## src/rtl/core/hkinv_pkg.sv

```systemverilog
// hkinv_pkg: shared types and constants for the 2x2 key matrix inverse block
// no dependencies; used by the remainder unit, controller, datapath and top level
`timescale 1ns / 1ps

package hkinv_pkg;

    // config register reset value
    localparam logic [7:0] MODULUS_RESET = 8'd94;

    // shift-subtract steps of the remainder unit, one per product bit
    localparam int MOD_STEPS = 16;

    // which product the remainder unit reduces
    typedef enum logic [2:0] {
        OP_AD,
        OP_BC,
        OP_XD,
        OP_XB,
        OP_XC,
        OP_XA
    } op_sel_t;

    // controller states
    typedef enum logic [2:0] {
        S_IDLE,
        S_MUL,
        S_WAIT,
        S_SINIT,
        S_SEARCH,
        S_FINISH
    } state_t;

    // commands from controller to datapath
    typedef struct packed {
        logic    load_key;
        logic    mod_start;
        op_sel_t op;
        logic    search_init;
        logic    search_step;
        logic    load_out;
        logic    fail;
    } dp_cmd_t;

    // status from datapath to controller
    typedef struct packed {
        logic mod_small;
        logic mod_busy;
        logic mod_done;
        logic found;
        logic x_last;
    } dp_sts_t;

endpackage

```

## src/rtl/core/hkinv_modred.sv

```systemverilog
// hkinv_modred: serial remainder of a 16-bit product by an 8-bit modulus
// one restoring shift-subtract step per cycle; uses hkinv_pkg
`timescale 1ns / 1ps

module hkinv_modred (
    input  logic        clk,
    input  logic        rst_n,
    input  logic        start,
    input  logic [15:0] value,
    input  logic [7:0]  modulus,
    output logic        busy,
    output logic        done,
    output logic [7:0]  rem
);

    localparam int CNT_BITS = $clog2(hkinv_pkg::MOD_STEPS);
    localparam logic [CNT_BITS-1:0] LAST_STEP = CNT_BITS'(hkinv_pkg::MOD_STEPS - 1);

    logic                busy_reg, busy_next;
    logic                done_reg, done_next;
    logic [CNT_BITS-1:0] cnt_reg, cnt_next;
    logic [15:0]         div_reg, div_next;
    logic [7:0]          rem_reg, rem_next;
    logic [8:0]          trial;
    logic [8:0]          mod_ext;

    // load the operand on start, else one restoring step: bring in the next dividend bit, subtract if it fits
    always_comb
    begin
        mod_ext   = {1'b0, modulus};
        trial     = {rem_reg, div_reg[15]};
        busy_next = busy_reg;
        done_next = 1'b0;
        cnt_next  = cnt_reg;
        div_next  = div_reg;
        rem_next  = rem_reg;
        if (start)
        begin
            busy_next = 1'b1;
            cnt_next  = '0;
            div_next  = value;
            rem_next  = '0;
        end
        else if (busy_reg)
        begin
            div_next = {div_reg[14:0], 1'b0};
            if (trial >= mod_ext)
            begin
                rem_next = 8'(trial - mod_ext);
            end
            else
            begin
                rem_next = trial[7:0];
            end
            cnt_next = cnt_reg + 1'b1;
            if (cnt_reg == LAST_STEP)
            begin
                busy_next = 1'b0;
                done_next = 1'b1;
            end
        end
    end

    // control state
    always_ff @(posedge clk or negedge rst_n)
    begin
        if (!rst_n)
        begin
            busy_reg <= 1'b0;
            done_reg <= 1'b0;
            cnt_reg  <= '0;
        end
        else
        begin
            busy_reg <= busy_next;
            done_reg <= done_next;
            cnt_reg  <= cnt_next;
        end
    end

    // operand and partial remainder
    always_ff @(posedge clk)
    begin
        div_reg <= div_next;
        rem_reg <= rem_next;
    end

    assign busy = busy_reg;
    assign done = done_reg;
    assign rem  = rem_reg;

endmodule

```

## src/rtl/core/hkinv_datapath.sv

```systemverilog
// hkinv_datapath: key registers, multiplier, multiplier search and result registers
// depends on hkinv_pkg and hkinv_modred
`timescale 1ns / 1ps

module hkinv_datapath #(
    parameter int ENTRY_BITS = 8
) (
    input  logic               clk,
    input  logic               rst_n,
    input  logic               cfg_we,
    input  logic [7:0]         cfg_wdata,
    input  logic [7:0]         key_a,
    input  logic [7:0]         key_b,
    input  logic [7:0]         key_c,
    input  logic [7:0]         key_d,
    input  hkinv_pkg::dp_cmd_t cmd,
    output hkinv_pkg::dp_sts_t sts,
    output logic [7:0]         inv_a,
    output logic [7:0]         inv_b,
    output logic [7:0]         inv_c,
    output logic [7:0]         inv_d,
    output logic               not_invertible
);

    localparam int KEEP_BITS = (ENTRY_BITS < 8) ? ENTRY_BITS : 8;
    localparam logic [7:0] ENTRY_MASK = 8'((1 << KEEP_BITS) - 1);

    logic [7:0]         modulus_reg;
    logic [7:0]         a_reg, b_reg, c_reg, d_reg;
    logic [7:0]         p_reg, det_reg, det_next;
    logic [7:0]         x_reg, r_reg, r_next;
    logic [7:0]         ra_reg, rb_reg, rc_reg, rd_reg;
    logic [7:0]         neg_rem;
    hkinv_pkg::op_sel_t op_reg;
    logic [7:0]         opnd_x, opnd_y;
    logic [15:0]        product;
    logic [8:0]         diff_sum;
    logic [8:0]         step_sum;
    logic               mod_busy, mod_done;
    logic [7:0]         mod_rem;

    // modulus config register
    always_ff @(posedge clk or negedge rst_n)
    begin
        if (!rst_n)
        begin
            modulus_reg <= hkinv_pkg::MODULUS_RESET;
        end
        else if (cfg_we)
        begin
            modulus_reg <= cfg_wdata;
        end
    end

    // multiplier operand select
    always_comb
    begin
        case (cmd.op)
            hkinv_pkg::OP_AD: begin opnd_x = a_reg; opnd_y = d_reg; end
            hkinv_pkg::OP_BC: begin opnd_x = b_reg; opnd_y = c_reg; end
            hkinv_pkg::OP_XD: begin opnd_x = x_reg; opnd_y = d_reg; end
            hkinv_pkg::OP_XB: begin opnd_x = x_reg; opnd_y = b_reg; end
            hkinv_pkg::OP_XC: begin opnd_x = x_reg; opnd_y = c_reg; end
            hkinv_pkg::OP_XA: begin opnd_x = x_reg; opnd_y = a_reg; end
            default:          begin opnd_x = '0;    opnd_y = '0;    end
        endcase
        product = 16'(opnd_x) * 16'(opnd_y);
    end

    hkinv_modred u_modred (
        .clk     (clk),
        .rst_n   (rst_n),
        .start   (cmd.mod_start),
        .value   (product),
        .modulus (modulus_reg),
        .busy    (mod_busy),
        .done    (mod_done),
        .rem     (mod_rem)
    );

    // determinant as ad - bc kept in 0..m-1, negation of a residue
    always_comb
    begin
        diff_sum = {1'b0, p_reg} + {1'b0, modulus_reg} - {1'b0, mod_rem};
        if (p_reg >= mod_rem)
        begin
            det_next = p_reg - mod_rem;
        end
        else
        begin
            det_next = diff_sum[7:0];
        end
        neg_rem = (mod_rem == 8'd0) ? 8'd0 : (modulus_reg - mod_rem);
    end

    // running residue det*x mod m, one add and compare per step
    always_comb
    begin
        step_sum = {1'b0, r_reg} + {1'b0, det_reg};
        if (step_sum >= {1'b0, modulus_reg})
        begin
            r_next = 8'(step_sum - {1'b0, modulus_reg});
        end
        else
        begin
            r_next = step_sum[7:0];
        end
    end

    // key capture, search registers and product residues
    always_ff @(posedge clk)
    begin
        if (cmd.load_key)
        begin
            a_reg <= key_a & ENTRY_MASK;
            b_reg <= key_b & ENTRY_MASK;
            c_reg <= key_c & ENTRY_MASK;
            d_reg <= key_d & ENTRY_MASK;
        end
        if (cmd.mod_start)
        begin
            op_reg <= cmd.op;
        end
        if (cmd.search_init)
        begin
            x_reg <= 8'd1;
            r_reg <= det_reg;
        end
        else if (cmd.search_step)
        begin
            x_reg <= x_reg + 8'd1;
            r_reg <= r_next;
        end
        if (mod_done)
        begin
            case (op_reg)
                hkinv_pkg::OP_AD: p_reg   <= mod_rem;
                hkinv_pkg::OP_BC: det_reg <= det_next;
                hkinv_pkg::OP_XD: ra_reg  <= mod_rem;
                hkinv_pkg::OP_XB: rb_reg  <= neg_rem;
                hkinv_pkg::OP_XC: rc_reg  <= neg_rem;
                hkinv_pkg::OP_XA: rd_reg  <= mod_rem;
                default:          p_reg   <= p_reg;
            endcase
        end
    end

    // output register, zeros with the flag for a key with no inverse
    always_ff @(posedge clk)
    begin
        if (cmd.load_out)
        begin
            inv_a          <= cmd.fail ? 8'd0 : ra_reg;
            inv_b          <= cmd.fail ? 8'd0 : rb_reg;
            inv_c          <= cmd.fail ? 8'd0 : rc_reg;
            inv_d          <= cmd.fail ? 8'd0 : rd_reg;
            not_invertible <= cmd.fail;
        end
    end

    // status back to the controller
    assign sts.mod_small = (modulus_reg < 8'd2);
    assign sts.mod_busy  = mod_busy;
    assign sts.mod_done  = mod_done;
    assign sts.found     = (r_reg == 8'd1);
    assign sts.x_last    = (x_reg == modulus_reg - 8'd1);

endmodule

```

## src/rtl/core/hkinv_ctrl.sv

```systemverilog
// hkinv_ctrl: sequencer for products, multiplier search and output transfer
// depends on hkinv_pkg; drives hkinv_datapath through dp_cmd_t
`timescale 1ns / 1ps

module hkinv_ctrl (
    input  logic               clk,
    input  logic               rst_n,
    input  logic               in_valid,
    output logic               in_ready,
    output logic               out_valid,
    input  logic               out_ready,
    input  hkinv_pkg::dp_sts_t sts,
    output hkinv_pkg::dp_cmd_t cmd
);

    hkinv_pkg::state_t  state_reg, state_next;
    hkinv_pkg::op_sel_t op_reg, op_next;
    logic               fail_reg, fail_next;
    logic               out_valid_reg, out_valid_next;

    // next state and commands
    always_comb
    begin
        state_next      = state_reg;
        op_next         = op_reg;
        fail_next       = fail_reg;
        in_ready        = 1'b0;
        cmd             = '0;
        cmd.op          = op_reg;
        cmd.fail        = fail_reg;
        case (state_reg)
            hkinv_pkg::S_IDLE:
            begin
                in_ready = 1'b1;
                if (in_valid)
                begin
                    cmd.load_key = 1'b1;
                    if (sts.mod_small)
                    begin
                        fail_next  = 1'b1;
                        state_next = hkinv_pkg::S_FINISH;
                    end
                    else
                    begin
                        fail_next  = 1'b0;
                        op_next    = hkinv_pkg::OP_AD;
                        state_next = hkinv_pkg::S_MUL;
                    end
                end
            end
            hkinv_pkg::S_MUL:
            begin
                cmd.mod_start = 1'b1;
                state_next    = hkinv_pkg::S_WAIT;
            end
            hkinv_pkg::S_WAIT:
            begin
                if (sts.mod_done)
                begin
                    case (op_reg)
                        hkinv_pkg::OP_BC: state_next = hkinv_pkg::S_SINIT;
                        hkinv_pkg::OP_XA: state_next = hkinv_pkg::S_FINISH;
                        hkinv_pkg::OP_AD:
                        begin
                            op_next    = hkinv_pkg::OP_BC;
                            state_next = hkinv_pkg::S_MUL;
                        end
                        hkinv_pkg::OP_XD:
                        begin
                            op_next    = hkinv_pkg::OP_XB;
                            state_next = hkinv_pkg::S_MUL;
                        end
                        hkinv_pkg::OP_XB:
                        begin
                            op_next    = hkinv_pkg::OP_XC;
                            state_next = hkinv_pkg::S_MUL;
                        end
                        hkinv_pkg::OP_XC:
                        begin
                            op_next    = hkinv_pkg::OP_XA;
                            state_next = hkinv_pkg::S_MUL;
                        end
                        default: state_next = hkinv_pkg::S_IDLE;
                    endcase
                end
            end
            hkinv_pkg::S_SINIT:
            begin
                cmd.search_init = 1'b1;
                state_next      = hkinv_pkg::S_SEARCH;
            end
            hkinv_pkg::S_SEARCH:
            begin
                if (sts.found)
                begin
                    op_next    = hkinv_pkg::OP_XD;
                    state_next = hkinv_pkg::S_MUL;
                end
                else if (sts.x_last)
                begin
                    fail_next  = 1'b1;
                    state_next = hkinv_pkg::S_FINISH;
                end
                else
                begin
                    cmd.search_step = 1'b1;
                end
            end
            hkinv_pkg::S_FINISH:
            begin
                if (!out_valid_reg || out_ready)
                begin
                    cmd.load_out = 1'b1;
                    state_next   = hkinv_pkg::S_IDLE;
                end
            end
            default: state_next = hkinv_pkg::S_IDLE;
        endcase
    end

    // output valid: set on load, cleared on transfer
    always_comb
    begin
        out_valid_next = out_valid_reg;
        if (cmd.load_out)
        begin
            out_valid_next = 1'b1;
        end
        else if (out_ready)
        begin
            out_valid_next = 1'b0;
        end
    end

    // state register
    always_ff @(posedge clk or negedge rst_n)
    begin
        if (!rst_n)
        begin
            state_reg     <= hkinv_pkg::S_IDLE;
            op_reg        <= hkinv_pkg::OP_AD;
            fail_reg      <= 1'b0;
            out_valid_reg <= 1'b0;
        end
        else
        begin
            state_reg     <= state_next;
            op_reg        <= op_next;
            fail_reg      <= fail_next;
            out_valid_reg <= out_valid_next;
        end
    end

    assign out_valid = out_valid_reg;

    // a held result is never overwritten
    a_no_overwrite: assert property (@(posedge clk) disable iff (!rst_n)
        cmd.load_out |-> (!out_valid_reg || out_ready))
        else $error("result loaded over a pending output");

    // the remainder unit is only started when free
    a_start_free: assert property (@(posedge clk) disable iff (!rst_n)
        cmd.mod_start |-> !sts.mod_busy)
        else $error("remainder unit restarted while busy");

    // a remainder completes only while the sequencer waits for it
    a_done_in_wait: assert property (@(posedge clk) disable iff (!rst_n)
        sts.mod_done |-> (state_reg == hkinv_pkg::S_WAIT))
        else $error("remainder done outside wait state");

    // an input transfer always starts work
    a_accept_busy: assert property (@(posedge clk) disable iff (!rst_n)
        (in_valid && in_ready) |=> (state_reg != hkinv_pkg::S_IDLE))
        else $error("accepted key left the sequencer idle");

endmodule

```

## src/rtl/core/hill_key_inverse_2x2_mod.sv

```systemverilog
// 2x2 key matrix inverse modulo a configured modulus
// one key at a time: an invertible key takes six serial remainders and one search step per
// candidate multiplier up to the one found; a key with no inverse stops after the determinant
// and a search over every candidate; a modulus below two goes straight to the result, which
// is flagged as not invertible; the result may be held off by out_ready, and the next key is
// taken while a result waits; reset: rst_n asynchronous active low, modulus returns to 94,
// no result pending
`timescale 1ns / 1ps

module hill_key_inverse_2x2_mod #(
    parameter int ENTRY_BITS = 8
) (
    input  logic       clk,
    input  logic       rst_n,
    input  logic       cfg_we,
    input  logic [7:0] cfg_wdata,
    input  logic       in_valid,
    output logic       in_ready,
    input  logic [7:0] key_a,
    input  logic [7:0] key_b,
    input  logic [7:0] key_c,
    input  logic [7:0] key_d,
    output logic       out_valid,
    input  logic       out_ready,
    output logic [7:0] inv_a,
    output logic [7:0] inv_b,
    output logic [7:0] inv_c,
    output logic [7:0] inv_d,
    output logic       not_invertible
);

    hkinv_pkg::dp_cmd_t cmd;
    hkinv_pkg::dp_sts_t sts;

    // sequencer
    hkinv_ctrl u_ctrl (
        .clk       (clk),
        .rst_n     (rst_n),
        .in_valid  (in_valid),
        .in_ready  (in_ready),
        .out_valid (out_valid),
        .out_ready (out_ready),
        .sts       (sts),
        .cmd       (cmd)
    );

    // arithmetic and result registers
    hkinv_datapath #(
        .ENTRY_BITS (ENTRY_BITS)
    ) u_datapath (
        .clk            (clk),
        .rst_n          (rst_n),
        .cfg_we         (cfg_we),
        .cfg_wdata      (cfg_wdata),
        .key_a          (key_a),
        .key_b          (key_b),
        .key_c          (key_c),
        .key_d          (key_d),
        .cmd            (cmd),
        .sts            (sts),
        .inv_a          (inv_a),
        .inv_b          (inv_b),
        .inv_c          (inv_c),
        .inv_d          (inv_d),
        .not_invertible (not_invertible)
    );

endmodule
```

## config.mk

```make
export PLATFORM = sky130hd
export DESIGN_NAME = hill_key_inverse_2x2_mod
export DESIGN_NICKNAME = d
export VERILOG_FILES = /design/src/rtl/core/hkinv_pkg.sv /design/src/rtl/core/hkinv_modred.sv /design/src/rtl/core/hkinv_datapath.sv /design/src/rtl/core/hkinv_ctrl.sv /design/src/rtl/core/hill_key_inverse_2x2_mod.sv
export SDC_FILE = /design/constraint.sdc
export NUM_CORES = 1
export LEC_CHECK = 0
export BUFFER_PORTS_ARGS = -buffer_cell sky130_fd_sc_hd__buf_2
export CAP_MARGIN = 40
export CORE_AREA = 2 2 162 164
export CTS_BUF_LIST = sky130_fd_sc_hd__clkbuf_4 sky130_fd_sc_hd__clkbuf_8
export CTS_CLUSTER_SIZE = 16
export DETAILED_ROUTE_END_ITERATION = 16
export DIE_AREA = 0 0 164 166
export PLACE_DENSITY = 0.7
export SKIP_LAST_GASP = 1
export SYNTH_ARGS = -nofsm -noshare
export SYNTH_HDL_FRONTEND = slang
export SYNTH_SLANG_ARGS = --single-unit
```

## constraint.sdc

```tcl
create_clock -name clk -period 7.6 [get_ports clk]
set_input_delay 1.14 -clock clk [delete_from_list [all_inputs] [get_ports clk]]
set_output_delay 1.14 -clock clk [all_outputs]
set_load 0.1 [all_outputs]
```

## Yosys cells after proc, flatten, opt, wreduce, memory -nomap -nowiden

Cells that the tools add are included.

| word-level totals | value |
|---|---|
| register bits after elaboration | 178 |
| latch bits | 0 |
| bits in writable memories | 0 |
| bits in read-only memories | 0 |
| input port bits | 45 |
| output and inout bits | 35 |
| memories | 0 |

| operators by class | value |
|---|---|
| $add $sub $neg | 10 |
| multipliers | 1 |
| divide/modulo/power cells | 0 |
| $lt $le $gt $ge | 4 |
| eq/ne operators | 27 |
| shift-type cells | 0 |
| mux-type cells | 49 |
| bitwise operators | 0 |
| reductions and logical operators | 24 |

Operators with widths:

| cell | number |
|---|---|
| 2-to-1 mux 8 bit | 6 |
| subtractor 8 bit | 5 |
| 2-to-1 mux 16 bit | 2 |
| one-hot mux 8 bit (4 select lines) | 1 |
| 2-to-1 mux 3 bit | 10 |
| one-hot mux 8 bit (3 select lines) | 1 |
| 2-to-1 mux 1 bit | 22 |
| == test 3 x 2 -> 1 bit, second input constant | 6 |
| == test 3 bit, second input constant | 6 |
| >= comparator 9 x 8 -> 1 bit | 2 |
| one-hot mux 3 bit (3 select lines) | 2 |
| one-hot mux 3 bit (6 select lines) | 1 |
| multiplier 8 x 8 -> 16 bit | 1 |
| one-hot mux 3 bit (4 select lines) | 1 |
| AND reduction 2 bit | 6 |
| != test 2 bit, second input constant | 5 |
| adder 8 x 8 -> 9 bit | 1 |
| == test 3 x 1 -> 1 bit, second input constant | 3 |
| zero test 3 bit | 3 |
| adder 8 x 1 -> 8 bit, second input constant | 1 |
| adder 8 bit | 1 |
| == test 8 x 1 -> 1 bit, second input constant | 1 |
| == test 8 bit | 1 |
| >= comparator 8 bit | 1 |
| 18 further kinds | 26 |

## Logic depth before layout (Yosys ltp)

| logic depth | value |
|---|---|
| depth after elaboration | 7 |
| gate-level depth with buffers | 22 |
| depth with buffers taken out | 20 |

## Modules after synthesis

A second synthesis with hierarchy kept.

| unflattened totals | value |
|---|---|
| cell total of the unflattened synthesis | 1,089 |
| area total of the unflattened synthesis | 11,717.5 um^2 |

Modules (own cells, without submodules):

| module | instances | cells an instance | area each (um^2) | seq. area each (um^2) |
|---|---|---|---|---|
| hkinv_datapath | 1 | 863 | 9,437.8 | 4,090.2 |
| hkinv_modred | 1 | 161 | 1,729.2 | 790.8 |
| hkinv_ctrl | 1 | 65 | 550.5 | 200.2 |

## Least setup slack after synthesis

OpenSTA, ideal clock, no wires.

| timing path | value |
|---|---|
| path type | reg-to-reg |
| start point | register u_ctrl.op_reg[0] |
| end point | register u_datapath.u_modred.div_reg[15], data pin |
| library setup time | 0.261 ns |
| arrival time | 5.484 ns |
| required time | 7.339 ns |
| setup slack | 1.855 ns |
| stages on the path, launching flop included | 23 |
| cell sequence | dfrtp_1 > clkbuf_1 > clkbuf_1 > mux2_2 > a22oi_1 > o22a_1 > nor2_1 > fa_1 > inv_1 > fa_1 > inv_1 > fa_1 > inv_1 > fa_1 > inv_1 > ha_1 > o21ai_0 > a21oi_1 > o41ai_1 > nand2b_1 > a211oi_1 > o21ai_0 > o32a_1 |

| on the way | value |
|---|---|
| longest elaborated chain between the ends | 5 |

RTL lines:

| element | line | RTL |
|---|---|---|
| start: declaration | hkinv_ctrl.sv:17 | `hkinv_pkg::op_sel_t op_reg, op_next;` |
| start signal: assignment | hkinv_ctrl.sv:141 | `op_reg <= hkinv_pkg::OP_AD;` |
| start signal: assignment | hkinv_ctrl.sv:148 | `op_reg <= op_next;` |
| == test 3 bit, or another cell as far along | hkinv_datapath.sv:58 | `case (cmd.op)` |
| OR reduction 4 bit (no source line) or OR reduction 2 bit (tied branches) | - |  |
| one-hot mux 8 bit (3 select lines) or one-hot mux 8 bit (4 select lines) (tied branches) | hkinv_datapath.sv:58 |  |
| multiplier 8 x 8 -> 16 bit * | hkinv_datapath.sv:67 | `product = 16'(opnd_x) * 16'(opnd_y);` |
| 2-to-1 mux 16 bit * | hkinv_modred.sv:37 | `if (start)` |
| named net u_datapath.u_modred.div_next[15] | hkinv_modred.sv:22 | `logic [15:0] div_reg, div_next;` |
| end signal: assignment | hkinv_modred.sv:84 | `div_reg <= div_next;` |
| end: declaration | hkinv_modred.sv:22 |  |

Mark *: on every way through the listed nets, which the timed path passes. The rest lies on a longest branch.
A chain may end at the register's enable or synchronous reset.

## Worst setup path after layout

Ends and elaborated chain as after synthesis.

==> results.md <==
* Status: completed
* Synth area leaders: edfxtp_1, ha_1, fa_1, nor2_1, dfrtp_1
* # rows at 59
* Finished Cell Area at 12580 um^2
* Cell Area, Synth at 11370 um^2
* Vias in the first global route at 8098
* HP Class: reg2reg
* Crit path from: u_ctrl.op_reg[0]
* Tcrit/Tclk final at 85.70%
* Vert. Die Dim at 166 um
* # setup viols final at 0
* Die Footprint at 27220 um^2
* RD Place Congestion at 0.9046
* Hold path cells at 1
* Most frequent cell after synthesis: edfxtp_1
* Post-route DRC at 0
* Hold Slack at 533.8 ps
* Clock tree buffer depth at 2
* # IOs at 80
* CTS tree: done
* VDD IR max at 89.82 uV
* Avg Cell Area, Syn at 10.65 um^2
* Vias at 7966
* Vias/cell at 5.343
* First-pass GRT wire length at 40760 um
* Initial antenna violation count at 0
* Endpoint class of the critical path: flip-flop
* Postcts setup bufs at 0
* Net Sw Power at 0.0005116 W
* CTS clock-pin slew for the worst setup and hold paths at 100 ps
* Yosys top cell by area: edfxtp_1
* Drt first pass iters at 5
* Max FFs per register at 16
* Sequential share of power at 56.2%
* Yosys top cell area share at 36.99%
* Ant diodes at 0
* Area growth, synth to finish at 10.67%
* Nets at 1321
* Int Power at 0.001378 W
* Setup CP Type: reg2reg
* Comb pwr share at 8.6%
* R2R depth at 19
* Worst slew margin at 45.86%
* CTS Sinks at 178
* Core area at 25620 um^2
* CTS Buf Count at 17
* DP HPWL at 18810 um
* Worst R2R Start: u_ctrl.op_reg[0]
* Post-route ant nets at 0
* Die span in x at 164 um
* Leak at 4.930 nW
* Post-Place Cell Area at 12160 um^2
* F_max at 153.5 MHz
* Min-Delay Startpoint: u_datapath.ra_reg[7]
* Power Density at 150.2 nW/um^2
* Filler instances at 2320
* Worst EP required at 7830 ps
* GRT Total Usage at 19.03%
* CTS hold repair buffers at 0
* Synth Instances at 1067
* Post-synth cell types at 60
* Sw frac at 27.07%
* Largest net degree at the start of global routing at 38
* Port Buffer Count at 79
* Slew at the pin closest to its max-slew limit at 812.1 ps
* Crit-path max FO at 20
* Crit path DAT at 6750 ps
* Synthesis Warnings at 0
* Synthesis-stage register bit count at 178
* Final core utilization at 49.10%
* Clk pwr share at 35.3%
* Root Buffer Master: clkbuf_8
* Clock Latency Late Sink at 480 ps
* Routed WL at 24380 um
* Post-CTS Resized at 0
* Endpoints failing hold at 0
* Initial Utilization at 44.37%
* Max Slew Vio Count at 0
* Async S/R FF share, synth at 12.36%
* Wire per inst at 16.35 um
* Setup TNS at 0 ps
* Fin Clk Skew at 22.10 ps
* Syn Nets at 1245
* RSZ-0062 raised after global routing: false
* Layout cell share with drive strength beyond 1 at 14.36%
* Sequential fraction of the synthesis area at 44.70%
* Synth Flop Type: edfxtp_1
* Min cycle time layout at 6513 ps
* Post-synth EDFFs at 140
* Gr ovfl total at 0
* Most instantiated cells after synthesis: edfxtp_1, nor2_1, inv_1
* H-tree depth at 4
* Maxcap violations at 0
* Iter 0 DRT Violations at 534
* Critical Path Start Type: flip-flop
power by group through the flow:
stage | logic, W | clock network (W) | registers [W]
floorplan | 0.000117 | 0 | 0.00108
global placement | 0.000157 | 0 | 0.00108
detailed placement | 0.000161 | 0 | 0.00108
CTS | 0.000162 | 0.000678 | 0.00106
global route | 0.000182 | 0.000721 | 0.00106
finish | 0.000162 | 0.000667 | 0.00106
cells by family (layout without fill, tap and decap cells):
logic type / Yosys count / in the layout / synth area share, %
muxes: 28 / 28 / 2.653
AOI/OAI and AO/OA: 210 / 210 / 12.02
adders and majority gates: 133 / 133 / 17.81
xor gates and xnor gates: 49 / 49 / 3.897
and+or+nand+nor: 339 / 339 / 14.54
buffers and inverters: 130 / 219 / 4.370
DFF: 178 / 178 / 44.71
critical path: stages (launching register included):
cell and delay [ps]:
dfrtp_1 780, buf_4 340, mux2_2 370, a22oi_1 600, or2_2 240, fa_1 430, fa_1 560, inv_1 60
fa_1 530, inv_1 50, fa_1 520, inv_1 40, ha_1 290, o21ai_0 140, a21oi_1 130, o41ai_1 270
nand2b_1 180, a211oi_1 260, o21ai_0 130, o32a_1 350
stage by stage:
step / instances / power [W] / worst slack, ps
5_1_grt: 1491 / 0.001965 / 715.1
2_1_floorplan: 1067 / 0.001195 / 1855
6_report: 1491 / 0.001889 / 1087
3_5_place_dp: 1459 / 0.001244 / 1164
4_1_cts: 1491 / 0.001900 / 1116
3_3_place_gp: 1457 / 0.001239 / 1317
final cells by class:
cell class	count	area (um^2)	area share, %
inverter	97	364.1	2.895
tap	335	419.2	3.332
sequential	178	5081	40.40
clock inverter	15	183.9	1.462
clock buffer	17	234.0	1.860
multi-input combinational	759	5798	46.10
timing repair buffer	90	498.0	3.959
cell usage in the layout, fill, tap and decap left out, types with 11 or more instances in the layout:
| cell | Yosys | layout |
|---|---|---|
| edfxtp_1 | 140 | 140 |
| nand2b_1 | 17 | 17 |
| nor3_1 | 24 | 24 |
| o21ai_0 | 60 | 60 |
| dfrtp_1 | 17 | 17 |
| mux2_2 | 17 | 17 |
| buf_2 | 1 | 79 |
| nand4_1 | 11 | 11 |
| xor2_1 | 20 | 20 |
| or2_2 | 16 | 16 |
| o21a_1 | 13 | 13 |
| inv_1 | 97 | 97 |
| a21oi_1 | 46 | 46 |
| a22oi_1 | 17 | 17 |
| o31ai_1 | 12 | 12 |
| nor2_1 | 115 | 114 |
| xnor2_1 | 28 | 28 |
| nor2b_1 | 56 | 56 |
| fa_1 | 48 | 48 |
| nand2_1 | 65 | 65 |
| dfxtp_1 | 16 | 16 |
| clkbuf_8 | 0 | 17 |
| ha_1 | 85 | 85 |
| mux2i_1 | 11 | 11 |
routing by layer:
| layer | share of wire (%) | global-route usage [%] | up-vias |
|---|---|---|---|
| li1 | - | - | 3912 |
| met1 | 43 | 24.00 | 3800 |
| met2 | 50 | 32.48 | 200 |
| met3 | 3.6 | 2.797 | 54 |
| met4 | 3.3 | 8.085 | 0 |
| met5 | 0 | 0 | - |
worst paths after layout:
kind | endpoint | slack (ps)
min reg2reg | u_datapath.inv_a[7] | 530
min | u_datapath.inv_a[7] | 530
max | u_datapath.u_modred.div_reg[15] | 1090
max reg2reg | u_datapath.u_modred.div_reg[15] | 1090
max in group asynchronous | u_datapath.modulus_reg[6] | 6580
min in group asynchronous | u_ctrl.state_reg[0] | 630
No activity file was read; power rests on OpenSTA's default activity.
